===== config.mk =====
export PLATFORM = sky130hd
export DESIGN_NAME = cim_datetime_string_parser
export DESIGN_NICKNAME = d
export VERILOG_FILES = /design/src/hw/rtl/cdp_pkg.sv /design/src/hw/rtl/cdp_front.sv /design/src/hw/rtl/cdp_queue.sv /design/src/hw/rtl/cdp_back.sv /design/src/hw/rtl/cim_datetime_string_parser.sv
export SDC_FILE = /design/constraint.sdc
export NUM_CORES = 1
export LEC_CHECK = 0
export BUFFER_PORTS_ARGS = -buffer_cell sky130_fd_sc_hd__buf_2
export CORE_ASPECT_RATIO = 1.1
export CORE_MARGIN = 1
export CORE_UTILIZATION = 60
export CTS_CLUSTER_DIAMETER = 60
export DETAILED_ROUTE_END_ITERATION = 12
export PLACE_DENSITY = 0.85
export SLEW_MARGIN = 20
export SYNTH_ARGS = -nofsm -noshare
export SYNTH_HDL_FRONTEND = slang
export SYNTH_HIERARCHICAL = 1
export SYNTH_SLANG_ARGS = --single-unit

===== constraint.sdc =====
create_clock -name clk -period 11 [get_ports clk]
set_input_delay 0 -clock clk [delete_from_list [all_inputs] [get_ports clk]]
set_output_delay 0 -clock clk [all_outputs]
set_load 0.02 [all_outputs]

===== src/hw/rtl/cdp_pkg.sv =====
// Shared types and constants for the datetime string parser.
// Holds word structs, the token passed from front to back, and field limits.
`timescale 1ns / 1ps

package cdp_pkg;

	localparam int POS_W     = 5;
	localparam int YEAR_W    = 14;
	localparam int FLD_W     = 7;
	localparam int OFS_W     = 10;
	localparam int DIGIT_W   = 4;
	localparam int CFG_IDX_W = 1;
	localparam int QUEUE_DEPTH = 4;

	localparam logic [POS_W-1:0] STR_LEN          = POS_W'(25);
	localparam logic [POS_W-1:0] DATE_TIME_DIGITS = POS_W'(8 + 6);
	localparam logic [POS_W-1:0] DOT_POS          = DATE_TIME_DIGITS;
	localparam logic [POS_W-1:0] SIGN_POS         = POS_W'(21);

	localparam logic [7:0] CH_DOT   = 8'h2E;
	localparam logic [7:0] CH_PLUS  = 8'h2B;
	localparam logic [7:0] CH_MINUS = 8'h2D;
	localparam logic [7:0] CH_ZERO  = 8'h30;
	localparam logic [7:0] CH_NINE  = 8'h39;

	localparam logic [YEAR_W-1:0] MIN_YEAR_RST = YEAR_W'(1900);
	localparam logic [YEAR_W-1:0] MAX_YEAR_RST = YEAR_W'(9999);
	localparam logic [FLD_W-1:0]  MONTH_MAX    = FLD_W'(12);
	localparam logic [FLD_W-1:0]  DAY_MAX      = FLD_W'(31);
	localparam logic [FLD_W-1:0]  HOURS_MAX    = FLD_W'(23);
	localparam logic [FLD_W-1:0]  MINSEC_MAX   = FLD_W'(59);

	typedef enum logic [CFG_IDX_W-1:0] {
		REG_MIN_YEAR,
		REG_MAX_YEAR
	} reg_idx_t;

	typedef enum logic [3:0] {
		K_NONE,
		K_YEAR,
		K_MONTH,
		K_DAY,
		K_HOURS,
		K_MINUTES,
		K_SECONDS,
		K_SIGN,
		K_OFFSET
	} kind_t;

	typedef struct packed {
		logic [7:0] char_code;
		logic       is_last;
	} in_t;

	typedef struct packed {
		logic              ok;
		logic [YEAR_W-1:0] year;
		logic [FLD_W-1:0]  month;
		logic [FLD_W-1:0]  day;
		logic [FLD_W-1:0]  hours;
		logic [FLD_W-1:0]  minutes;
		logic [FLD_W-1:0]  seconds;
		logic              offset_negative;
		logic [OFS_W-1:0]  offset_minutes;
	} out_t;

	typedef struct packed {
		kind_t              kind;
		logic [DIGIT_W-1:0] digit;
		logic               minus;
		logic               bad;
		logic               full;
		logic               last;
	} tok_t;

	typedef struct packed {
		logic [YEAR_W-1:0] year_floor;
		logic [YEAR_W-1:0] year_ceiling;
	} cfg_t;

	function automatic logic [YEAR_W-1:0] push_digit(
		input logic [YEAR_W-1:0]  acc,
		input logic [DIGIT_W-1:0] d
	);
		push_digit = (acc << 3) + (acc << 1) + YEAR_W'(d);
	endfunction

endpackage


===== src/hw/rtl/cdp_front.sv =====
// Front end of the datetime string parser: position tracking and format checks.
// Turns each accepted character into a token for the back end; uses cdp_pkg.
`timescale 1ns / 1ps

module cdp_front (
	input  logic           clk,
	input  logic           arst_n,
	input  logic           char_valid,
	output logic           char_stall,
	input  cdp_pkg::in_t   char_word,
	input  logic           q_full,
	output logic           q_push,
	output cdp_pkg::tok_t  q_tok
);

	logic [cdp_pkg::POS_W-1:0] pos_q;
	logic                      err_q;
	logic [7:0]                c;
	logic                      is_digit;
	logic                      over;
	logic                      err_now;
	cdp_pkg::kind_t            kind;
	logic                      minus;

	assign c          = char_word.char_code;
	assign is_digit   = (c >= cdp_pkg::CH_ZERO) && (c <= cdp_pkg::CH_NINE);
	assign over       = pos_q >= cdp_pkg::STR_LEN;
	assign char_stall = q_full;
	assign q_push     = char_valid && !q_full;

	always_comb begin
		kind    = cdp_pkg::K_NONE;
		minus   = 1'b0;
		err_now = err_q;
		if (over) begin
			err_now = 1'b1;
		end else if (pos_q == cdp_pkg::DOT_POS) begin
			if (c != cdp_pkg::CH_DOT) err_now = 1'b1;
		end else if (pos_q == cdp_pkg::SIGN_POS) begin
			if (c == cdp_pkg::CH_PLUS) begin
				kind = cdp_pkg::K_SIGN;
			end else if (c == cdp_pkg::CH_MINUS) begin
				kind  = cdp_pkg::K_SIGN;
				minus = 1'b1;
			end else begin
				err_now = 1'b1;
			end
		end else if (!is_digit) begin
			err_now = 1'b1;
		end else begin
			case (pos_q) inside
				[5'd0:5'd3]:   kind = cdp_pkg::K_YEAR;
				[5'd4:5'd5]:   kind = cdp_pkg::K_MONTH;
				[5'd6:5'd7]:   kind = cdp_pkg::K_DAY;
				[5'd8:5'd9]:   kind = cdp_pkg::K_HOURS;
				[5'd10:5'd11]: kind = cdp_pkg::K_MINUTES;
				[5'd12:5'd13]: kind = cdp_pkg::K_SECONDS;
				[5'd22:5'd24]: kind = cdp_pkg::K_OFFSET;
				default:       kind = cdp_pkg::K_NONE;
			endcase
		end
	end

	always_comb begin
		q_tok.kind  = kind;
		q_tok.digit = cdp_pkg::DIGIT_W'(c - cdp_pkg::CH_ZERO);
		q_tok.minus = minus;
		q_tok.bad   = err_now;
		q_tok.full  = pos_q == (cdp_pkg::STR_LEN - cdp_pkg::POS_W'(1));
		q_tok.last  = char_word.is_last;
	end

	always_ff @(posedge clk or negedge arst_n) begin
		if (!arst_n) begin
			pos_q <= '0;
			err_q <= 1'b0;
		end else if (q_push) begin
			if (char_word.is_last) begin
				pos_q <= '0;
				err_q <= 1'b0;
			end else begin
				pos_q <= over ? pos_q : pos_q + cdp_pkg::POS_W'(1);
				err_q <= err_now;
			end
		end
	end

endmodule


===== src/hw/rtl/cdp_queue.sv =====
// Token queue between front and back of the datetime string parser.
// Small register FIFO of cdp_pkg::tok_t entries; the user must keep DEPTH at least 2 (not enforced).
`timescale 1ns / 1ps

module cdp_queue #(
	parameter int DEPTH = cdp_pkg::QUEUE_DEPTH
) (
	input  logic          clk,
	input  logic          arst_n,
	input  logic          push,
	input  cdp_pkg::tok_t push_tok,
	output logic          full,
	input  logic          pop,
	output logic          nonempty,
	output cdp_pkg::tok_t head_tok
);

	localparam int IDX_W = (DEPTH > 1) ? $clog2(DEPTH) : 1;
	localparam int CNT_W = $clog2(DEPTH + 1);

	cdp_pkg::tok_t    mem_q [DEPTH];
	logic [IDX_W-1:0] wr_q;
	logic [IDX_W-1:0] rd_q;
	logic [CNT_W-1:0] cnt_q;

	assign full     = cnt_q == CNT_W'(DEPTH);
	assign nonempty = cnt_q != '0;
	assign head_tok = mem_q[rd_q];

	always_ff @(posedge clk) begin
		if (push) mem_q[wr_q] <= push_tok;
	end

	always_ff @(posedge clk or negedge arst_n) begin
		if (!arst_n) begin
			wr_q  <= '0;
			rd_q  <= '0;
			cnt_q <= '0;
		end else begin
			if (push) wr_q <= (wr_q == IDX_W'(DEPTH - 1)) ? '0 : wr_q + IDX_W'(1);
			if (pop)  rd_q <= (rd_q == IDX_W'(DEPTH - 1)) ? '0 : rd_q + IDX_W'(1);
			if (push && !pop)      cnt_q <= cnt_q + CNT_W'(1);
			else if (pop && !push) cnt_q <= cnt_q - CNT_W'(1);
		end
	end

endmodule


===== src/hw/rtl/cdp_back.sv =====
// Back end of the datetime string parser: field accumulation and range checks.
// Drains tokens from cdp_queue and holds the result word; uses cdp_pkg.
`timescale 1ns / 1ps

module cdp_back (
	input  logic          clk,
	input  logic          arst_n,
	input  cdp_pkg::cfg_t cfg,
	input  logic          q_nonempty,
	input  cdp_pkg::tok_t tok,
	output logic          q_pop,
	output logic          res_valid,
	input  logic          res_stall,
	output cdp_pkg::out_t res_word
);

	logic [cdp_pkg::YEAR_W-1:0] year_q, year_nx;
	logic [cdp_pkg::FLD_W-1:0]  month_q, month_nx;
	logic [cdp_pkg::FLD_W-1:0]  day_q, day_nx;
	logic [cdp_pkg::FLD_W-1:0]  hours_q, hours_nx;
	logic [cdp_pkg::FLD_W-1:0]  minutes_q, minutes_nx;
	logic [cdp_pkg::FLD_W-1:0]  seconds_q, seconds_nx;
	logic                       minus_q, minus_nx;
	logic [cdp_pkg::OFS_W-1:0]  offset_q, offset_nx;
	logic                       valid_q;
	cdp_pkg::out_t              res_q;
	cdp_pkg::out_t              res_nx;
	logic                       slot_free;
	logic                       ok;

	assign slot_free = !valid_q || !res_stall;
	assign q_pop     = q_nonempty && (!tok.last || slot_free);
	assign res_valid = valid_q;
	assign res_word  = res_q;

	always_comb begin
		year_nx    = year_q;
		month_nx   = month_q;
		day_nx     = day_q;
		hours_nx   = hours_q;
		minutes_nx = minutes_q;
		seconds_nx = seconds_q;
		minus_nx   = minus_q;
		offset_nx  = offset_q;
		case (tok.kind)
			cdp_pkg::K_YEAR:    year_nx = cdp_pkg::push_digit(year_q, tok.digit);
			cdp_pkg::K_MONTH:   month_nx = cdp_pkg::FLD_W'(cdp_pkg::push_digit(
				cdp_pkg::YEAR_W'(month_q), tok.digit));
			cdp_pkg::K_DAY:     day_nx = cdp_pkg::FLD_W'(cdp_pkg::push_digit(
				cdp_pkg::YEAR_W'(day_q), tok.digit));
			cdp_pkg::K_HOURS:   hours_nx = cdp_pkg::FLD_W'(cdp_pkg::push_digit(
				cdp_pkg::YEAR_W'(hours_q), tok.digit));
			cdp_pkg::K_MINUTES: minutes_nx = cdp_pkg::FLD_W'(cdp_pkg::push_digit(
				cdp_pkg::YEAR_W'(minutes_q), tok.digit));
			cdp_pkg::K_SECONDS: seconds_nx = cdp_pkg::FLD_W'(cdp_pkg::push_digit(
				cdp_pkg::YEAR_W'(seconds_q), tok.digit));
			cdp_pkg::K_SIGN:    minus_nx = tok.minus;
			cdp_pkg::K_OFFSET:  offset_nx = cdp_pkg::OFS_W'(cdp_pkg::push_digit(
				cdp_pkg::YEAR_W'(offset_q), tok.digit));
			default: ;
		endcase
	end

	always_comb begin
		ok = !tok.bad && tok.full
			&& year_nx >= cfg.year_floor && year_nx <= cfg.year_ceiling
			&& month_nx >= cdp_pkg::FLD_W'(1) && month_nx <= cdp_pkg::MONTH_MAX
			&& day_nx >= cdp_pkg::FLD_W'(1) && day_nx <= cdp_pkg::DAY_MAX
			&& hours_nx <= cdp_pkg::HOURS_MAX
			&& minutes_nx <= cdp_pkg::MINSEC_MAX
			&& seconds_nx <= cdp_pkg::MINSEC_MAX;
		res_nx = '0;
		if (ok) begin
			res_nx.ok              = 1'b1;
			res_nx.year            = year_nx;
			res_nx.month           = month_nx;
			res_nx.day             = day_nx;
			res_nx.hours           = hours_nx;
			res_nx.minutes         = minutes_nx;
			res_nx.seconds         = seconds_nx;
			res_nx.offset_negative = minus_nx;
			res_nx.offset_minutes  = offset_nx;
		end
	end

	always_ff @(posedge clk) begin
		if (q_pop && tok.last) res_q <= res_nx;
	end

	always_ff @(posedge clk or negedge arst_n) begin
		if (!arst_n) begin
			year_q    <= '0;
			month_q   <= '0;
			day_q     <= '0;
			hours_q   <= '0;
			minutes_q <= '0;
			seconds_q <= '0;
			minus_q   <= 1'b0;
			offset_q  <= '0;
			valid_q   <= 1'b0;
		end else begin
			if (q_pop) begin
				if (tok.last) begin
					year_q    <= '0;
					month_q   <= '0;
					day_q     <= '0;
					hours_q   <= '0;
					minutes_q <= '0;
					seconds_q <= '0;
					minus_q   <= 1'b0;
					offset_q  <= '0;
				end else begin
					year_q    <= year_nx;
					month_q   <= month_nx;
					day_q     <= day_nx;
					hours_q   <= hours_nx;
					minutes_q <= minutes_nx;
					seconds_q <= seconds_nx;
					minus_q   <= minus_nx;
					offset_q  <= offset_nx;
				end
			end
			if (q_pop && tok.last) valid_q <= 1'b1;
			else if (!res_stall)   valid_q <= 1'b0;
		end
	end

endmodule


===== src/hw/rtl/cim_datetime_string_parser.sv =====
// Top level of the datetime string parser: year limit registers and assertions.
// Instantiates cdp_front, cdp_queue and cdp_back; uses cdp_pkg.
`timescale 1ns / 1ps

// Takes one character word per cycle on the char channel while char_stall is low, with
// is_last marking the end of a string of the form YYYYMMDDHHMMSS.FFFFFF+TZO, and gives one
// result word per string on the res channel; the last character is registered in the token
// queue and then its result in the result register, which holds while res is stalled.
// A new string may follow its predecessor with no gap. The front end checks position and
// format, a token queue of QUEUE_DEPTH entries decouples it from the back end, which folds
// one decimal digit per cycle into the fields and registers the result, so the sustained
// rate is one character per cycle while res is not stalled. A failed string gives ok = 0
// with all fields zero. Registers: index 0 lowest accepted year (reset 1900), index 1 highest
// accepted year (reset 9999); the user must write them only while the block is idle (not enforced).

module cim_datetime_string_parser #(
	parameter int QUEUE_DEPTH = cdp_pkg::QUEUE_DEPTH
) (
	input  logic                          clk,
	input  logic                          arst_n,
	input  logic                          char_valid,
	output logic                          char_stall,
	input  cdp_pkg::in_t                  char_word,
	output logic                          res_valid,
	input  logic                          res_stall,
	output cdp_pkg::out_t                 res_word,
	input  logic                          cfg_valid,
	output logic                          cfg_ready,
	input  logic [cdp_pkg::CFG_IDX_W-1:0] cfg_index,
	input  logic [cdp_pkg::YEAR_W-1:0]    cfg_data
);

	cdp_pkg::cfg_t cfg_q;
	cdp_pkg::tok_t push_tok;
	cdp_pkg::tok_t head_tok;
	logic          q_push;
	logic          q_full;
	logic          q_pop;
	logic          q_nonempty;

	assign cfg_ready = 1'b1;

	always_ff @(posedge clk or negedge arst_n) begin
		if (!arst_n) begin
			cfg_q.year_floor   <= cdp_pkg::MIN_YEAR_RST;
			cfg_q.year_ceiling <= cdp_pkg::MAX_YEAR_RST;
		end else if (cfg_valid && cfg_ready) begin
			case (cdp_pkg::reg_idx_t'(cfg_index))
				cdp_pkg::REG_MIN_YEAR: cfg_q.year_floor <= cfg_data;
				cdp_pkg::REG_MAX_YEAR: cfg_q.year_ceiling <= cfg_data;
				default: ;
			endcase
		end
	end

	cdp_front u_front (
		.clk        (clk),
		.arst_n     (arst_n),
		.char_valid (char_valid),
		.char_stall (char_stall),
		.char_word  (char_word),
		.q_full     (q_full),
		.q_push     (q_push),
		.q_tok      (push_tok)
	);

	cdp_queue #(
		.DEPTH (QUEUE_DEPTH)
	) u_queue (
		.clk      (clk),
		.arst_n   (arst_n),
		.push     (q_push),
		.push_tok (push_tok),
		.full     (q_full),
		.pop      (q_pop),
		.nonempty (q_nonempty),
		.head_tok (head_tok)
	);

	cdp_back u_back (
		.clk        (clk),
		.arst_n     (arst_n),
		.cfg        (cfg_q),
		.q_nonempty (q_nonempty),
		.tok        (head_tok),
		.q_pop      (q_pop),
		.res_valid  (res_valid),
		.res_stall  (res_stall),
		.res_word   (res_word)
	);

	a_fail_zero: assert property (@(posedge clk) disable iff (!arst_n)
		res_valid && !res_word.ok |-> res_word.year == '0 && res_word.month == '0
			&& res_word.day == '0 && res_word.hours == '0 && res_word.minutes == '0
			&& res_word.seconds == '0 && !res_word.offset_negative
			&& res_word.offset_minutes == '0)
		else $error("failed result carries nonzero fields");

	a_date_range: assert property (@(posedge clk) disable iff (!arst_n)
		res_valid && res_word.ok |-> res_word.year >= cfg_q.year_floor
			&& res_word.year <= cfg_q.year_ceiling
			&& res_word.month >= cdp_pkg::FLD_W'(1) && res_word.month <= cdp_pkg::MONTH_MAX
			&& res_word.day >= cdp_pkg::FLD_W'(1) && res_word.day <= cdp_pkg::DAY_MAX)
		else $error("accepted date out of range");

	a_time_range: assert property (@(posedge clk) disable iff (!arst_n)
		res_valid && res_word.ok |-> res_word.hours <= cdp_pkg::HOURS_MAX
			&& res_word.minutes <= cdp_pkg::MINSEC_MAX
			&& res_word.seconds <= cdp_pkg::MINSEC_MAX)
		else $error("accepted time out of range");

endmodule


Yosys cells after proc, flatten, opt, wreduce, memory -nomap -nowiden. Memory sizes are Yosys's and may differ from the RTL's. Cells that the tools add are included.

Memories: 1. Logic and storage cells: 182. Output and inout bits: 64. Bits in writable memories: 48. Bits in registers: 163.

Eq/ne operators: 19. Mux-type cells: 53. Order comparisons: 26. Bitwise operators: 1. Add/sub/neg operators: 20. Reductions and logical operators: 37.

Memory list: u_queue.mem_q (words 4, width 12, rd ports 1, clocked after Yosys merged registers in 0, write ports 1, RTL line cdp_queue.sv:21) `cdp_pkg::tok_t mem_q [DEPTH];`.

Operator list (count): 7-bit 2-to-1 mux (10); 61-bit 2-to-1 mux (1); 4-bit 2-to-1 mux (12); 7-bit by 4-bit adder with 7-bit output (5); 7-bit adder (5); 14-bit 2-to-1 mux (2); 1-bit logical AND (23); 10-bit 2-to-1 mux (2); 1-bit 2-to-1 mux (19); 4-bit by 3-bit == test with 1-bit output, second input constant (4); 8-bit by 6-bit == test with 1-bit output, second input constant (2); 5-bit by 4-bit >= comparator with 1-bit output, second input constant (3); 5-bit by 4-bit less-or-equal comparator with 1-bit output, second input constant (3); 14-bit adder (1); 14-bit by 4-bit adder with 14-bit output (1); 14-bit >= comparator (1); 7-bit by 1-bit >= comparator with 1-bit output, second input constant (2); 14-bit less-or-equal comparator (1); 7-bit by 5-bit less-or-equal comparator with 1-bit output, second input constant (2); 7-bit by 6-bit less-or-equal comparator with 1-bit output, second input constant (2); 10-bit adder (1); 10-bit by 4-bit adder with 10-bit output (1); 5-bit == test, second input constant (2); 5-bit by 3-bit >= comparator with 1-bit output, second input constant (2); 31 further kinds (49).

Logic depth before layout (Yosys ltp).
Word-level depth: 14. Mapped depth: 24. Mapped depth without buffers: 20.

Cells and area by module. The synthesis kept the hierarchy.

Modules (own cells, without submodules): cdp_back (area an instance 8259.2 um^2, times used 1, cells each 829, seq. area each 3358.2 um^2); cdp_queue (area an instance 2177.1 um^2, times used 1, cells each 100, seq. area each 1616.6 um^2); cim_datetime_string_parser (area an instance 1106.1 um^2, times used 1, cells each 63, seq. area each 719.4 um^2); cdp_front (area an instance 724.4 um^2, times used 1, cells each 84, seq. area each 150.1 um^2).

Worst setup path after synthesis. Ideal clock, no wire load.

Path kind: register to register. Start: register u_queue.rd_q[0]. End: register u_back.res_q (netlist bit u_back/res_word[14]) (data pin). Path buffers: 4. Data required time: 10842 ps. Data arrival time: 5631 ps. Setup time: 158 ps. Setup slack: 5210 ps. Stages on the path, launching flop included: 24. Cells stage by stage: dfrtp_1 > buf_6 > buf_12 > mux4_2 > inv_1 > fa_1 > inv_1 > ha_1 > a211oi_1 > o211a_1 > o31ai_1 > or2_2 > xor2_1 > mux2_2 > ha_1 > and4_1 > o211ai_1 > nor2_1 > a21oi_1 > or4_1 > or4_1 > buf_2 > buf_6 > a211oi_2.

RTL lines: start, declared (RTL line cdp_queue.sv:23) `logic [IDX_W-1:0] rd_q;`; start signal, assigned (RTL line cdp_queue.sv:41) `if (pop) rd_q <= (rd_q == IDX_W'(DEPTH - 1)) ? '0 : rd_q + IDX_W'(1);`; end signal, assigned (RTL line cdp_back.sv:87) `if (q_pop && tok.last) res_q <= res_nx;`; end, declared (RTL line cdp_back.sv:26) `cdp_pkg::out_t res_q;`.

==> out/summary.txt <==
Clock insertion delay at the later pin of the skew report - 0.51 ns
Startpoint Class - register
Sequential share of the synthesized area - 0.476
Fill count - 1426
Total vias in the final route - 8790
Post-route setup TNS - 0 ns
Layout net count - 1346
Length of the first detailed-routing pass in iterations - 9
CTS max path bufs - 3
Post-synth top area share - 0.267
Placed cell area - 12800 sq um
Number of top-level design ports - 93
Outcome - finished with violations
Failing checks - design-rule violations
Max-Slew Margin vs Limit - 0.425
Number of synthesized flops with an enable pin - 109
Wire length per cell after detailed routing - 18.5 um
Worst Clk Skew - 0.0127 ns
PnR Total Power - 3780 uW
CTS H-tree lvls - 1
Clock Tree Root - clkbuf_16
Tot GR Track Use - 0.261
Synthesis-to-layout area growth - 13.4%
Worst-Margin Slew - 0.863 ns
Final-report hold violation count - 0
Synthesized area - 12300 sq um
Kind of critical path - register to register
Initial DRC Count - 621
Final setup slack of the worst path - 3.93 ns
Site row count - 54
Height of the chip - 152 um
Via count of the first global-routing pass - 8969
Max VDD drop - 0.183 mV
Cell area after layout - 13900 sq um
Max-cap violations - 0
Total die area - 21000 sq um
Cell type with the highest aggregate area in the netlist - edfxtp_1
CP max stage delay - 1.04 ns
Yosys reg bits - 211
Startpoint of the lowest-slack register-to-register path - u_queue/rd_q[0]
Max FO, Critical Path - 28
Mean number of vias per cell - 6.04
Gate count after technology mapping - 1076
Pleak - 0.00620 uW
Hold Path Class - primary input to asynchronous set/reset pin
Main area contributors after synthesis - edfxtp_1 (27%), dfrtp_1 (18%), ha_1 (12%), nand2_1 (3.5%), dfstp_2 (3.2%)
DRT Wirelength - 26900 um
Half-perimeter wire length after detailed placement - 18500 um
Standard cell core area - 19900 sq um
Most common library cell in the layout ignoring fill and taps - ha_1
GRT Residual Overflow - 0
Final weighted congestion in routability-driven placement - 0.891
Die span in x - 138 um
Most used flip-flop cell after synthesis - edfxtp_1
Number of antenna violations at the first check in global routing - 0
Clock tree from TritonCTS - yes
Area of combinational cells with multiple inputs - 5890 sq um
Arrival time of the worst setup path - 7.41 ns
Minimum setup slack among reg-to-reg paths - 3.93 ns
DRC violations left - 14
Avg Synthesized Cell Area - 11.4 sq um
Setup repair after global routing missed its margin - no
Buffers and inverters on the worst path - 3
Slowest cell on the critical path - or4_2
Post-route antenna net violation count - 0
Worst R2R End - u_back/res_word[28]
Cts bufs inserted - 23
Number of antenna repair diodes - 0
Starting density of the core - 0.615
Area of all sequential standard cells - 5840 sq um
Share of the clock period used by the worst path - 0.642
FFs w/ async S/R, synth - 0.483
Clock Sinks - 211
Final number of setup-violating endpoints - 0
Achievable frequency - 142 MHz
Global-route wire length before repair - 44300 um
Final Critical Period - 7.07 ns
Kind of end point of the critical path - register
Crit path cell chain - mux4_2 > inv_1 > fa_1 > inv_1 > ha_1 > a211oi_1 > o211a_1 > o31ai_1 > or2_2 > xor2_1 > mux2_2 > ha_1 > and4_1 > o211ai_1 > nor2_1 > a21oi_1 > or4_1 > or4_2 > buf_16 > a211oi_2
Clock Pin Slew Worst Setup and Hold Paths - 0.06 ns
Max-slew violations - 0
FF-to-FF path depth - 20
Number of buffers added on ports - 91
Fraction of layout instances using a drive strength above 1 - 0.179
Pwr dens - 272 nW/um^2
Critical path data required time - 11.35 ns
Setup slack after placement - 3.88 ns
Most used cells in the layout excluding fill and tap cells - ha_1 (114), nand2_1 (113), edfxtp_1 (109)
Family of cells with the greatest summed delay on the critical path - simple AND/OR/NAND/NOR gates
Distinct cell type count after synthesis - 71
Synth warnings - 6
Maximum number of pins on one net before global-route repair - 66
## stage by stage
step	std cells	utilization	hold WS, ns
CTS	1455	0.696	0.0253
global route	1456	0.698	0.0599
detailed placement	1388	0.645	0.0130
floorplan	1084	-	-0.296
finish	1456	0.698	0.0162
global placement	1388	0.645	0.00960
## metal layers
metal | vias to the layer above | track usage | wire [um]
li1 | 4113 | - | -
met1 | 4303 | 0.334 | 11200
met2 | 305 | 0.442 | 13200
met3 | 69 | 0.0356 | 1580
met4 | 0 | 0.121 | 998
met5 | - | 0 | 0
## sequential cells by signal (all words and copies together), names as in the netlist, 10 cells and up
name	flops
u_back/year_q	14
u_back/offset_q	10
u_queue/mem_q	48
u_back/res_word	61
cfg_q	28
## synthesized netlist by cell type, types with 3 or more instances
library cell,instances
and4_1,4
a21boi_0,9
nand3b_1,5
nand2_1,113
a32o_1,5
nand4_1,5
buf_6,7
xnor2_1,26
nand3_1,15
o211ai_1,7
mux2_4,3
mux2i_1,14
nor3_1,17
a31oi_1,4
and3_1,3
o21ai_0,54
mux4_2,8
and2_1,6
inv_1,75
nor2_1,60
o31ai_1,3
mux4_1,4
a21oi_1,65
xor2_1,15
a211oi_1,9
buf_4,11
a211oi_2,6
nor2b_1,16
dfrtp_1,87
o21a_1,4
a21o_1,15
buf_2,7
edfxtp_1,109
a2111oi_0,3
nor4b_1,4
dfstp_2,15
nor4bb_1,4
o2111ai_1,3
fa_1,15
or4_1,4
clkbuf_1,20
nand2b_1,12
mux2_2,31
ha_1,114
a22o_1,23
## layout make-up
class / count / share of cell area
Timing Repair Buffer: 127 / 0.0585
Inverter: 76 / 0.0205
Clock buffer: 30 / 0.0454
Tap cell: 252 / 0.0227
Sequential cell: 211 / 0.420
Clock inverter: 11 / 0.00971
Multi-Input combinational cell: 749 / 0.423
## worst reg2reg max path, cell delays in order, from the launching register on
cell and delay, ns:
dfrtp_1 0.83, mux4_2 0.79, inv_1 0.16, fa_1 0.44
inv_1 0.08, ha_1 0.24, a211oi_1 0.36, o211a_1 0.23
o31ai_1 0.09, or2_2 0.30, xor2_1 0.16, mux2_2 0.30
ha_1 0.30, and4_1 0.22, o211ai_1 0.10, nor2_1 0.10
a21oi_1 0.10, or4_1 0.54, or4_2 1.04, buf_16 0.31
a211oi_2 0.21
## repair_timing
action | CTS | global route
hold buffers | 26 | 0
hold endpoints to repair | 98 | 0
resized for setup | 0 | 0
setup buffers | 0 | 0
## cell families (layout without fill, tap and decap cells)
| group | after synthesis | after routing | share of synthesized area |
|---|---|---|---|
| xor gates and xnor gates | 41 | 41 | 0.0293 |
| AOI/OAI and AO/OA | 224 | 224 | 0.121 |
| and+or+nand+nor | 285 | 285 | 0.116 |
| DFF | 211 | 211 | 0.476 |
| adders and majority gates | 129 | 129 | 0.141 |
| other | 2 | 10 | 0.000612 |
| buffers and inverters | 124 | 244 | 0.0490 |
| muxes | 60 | 60 | 0.0668 |
## where the power goes
group | leakage, uW | switching, uW | internal [uW]
clock | 0.000378 | 304 | 474
combinational | 0.00346 | 1100 | 612
sequential | 0.00237 | 168 | 1120
## worst max-delay path by stage
stage                          startpoint                   to  slack (ns)  cells after the start
final                     u_queue/rd_q[0]  u_back/res_word[28]        3.93                     20
after global routing      u_queue/rd_q[0]  u_back/res_word[28]        3.56                     20
after CTS                 u_queue/rd_q[0]  u_back/res_word[14]        3.87                     19
after detailed placement  u_queue/rd_q[0]  u_back/res_word[21]        3.88                     19
after global placement    u_queue/rd_q[0]  u_back/res_word[21]        4.01                     19
after floorplan           u_queue/rd_q[0]  u_back/res_word[14]        5.21                     23
No activity file was read; power rests on OpenSTA's default activity.
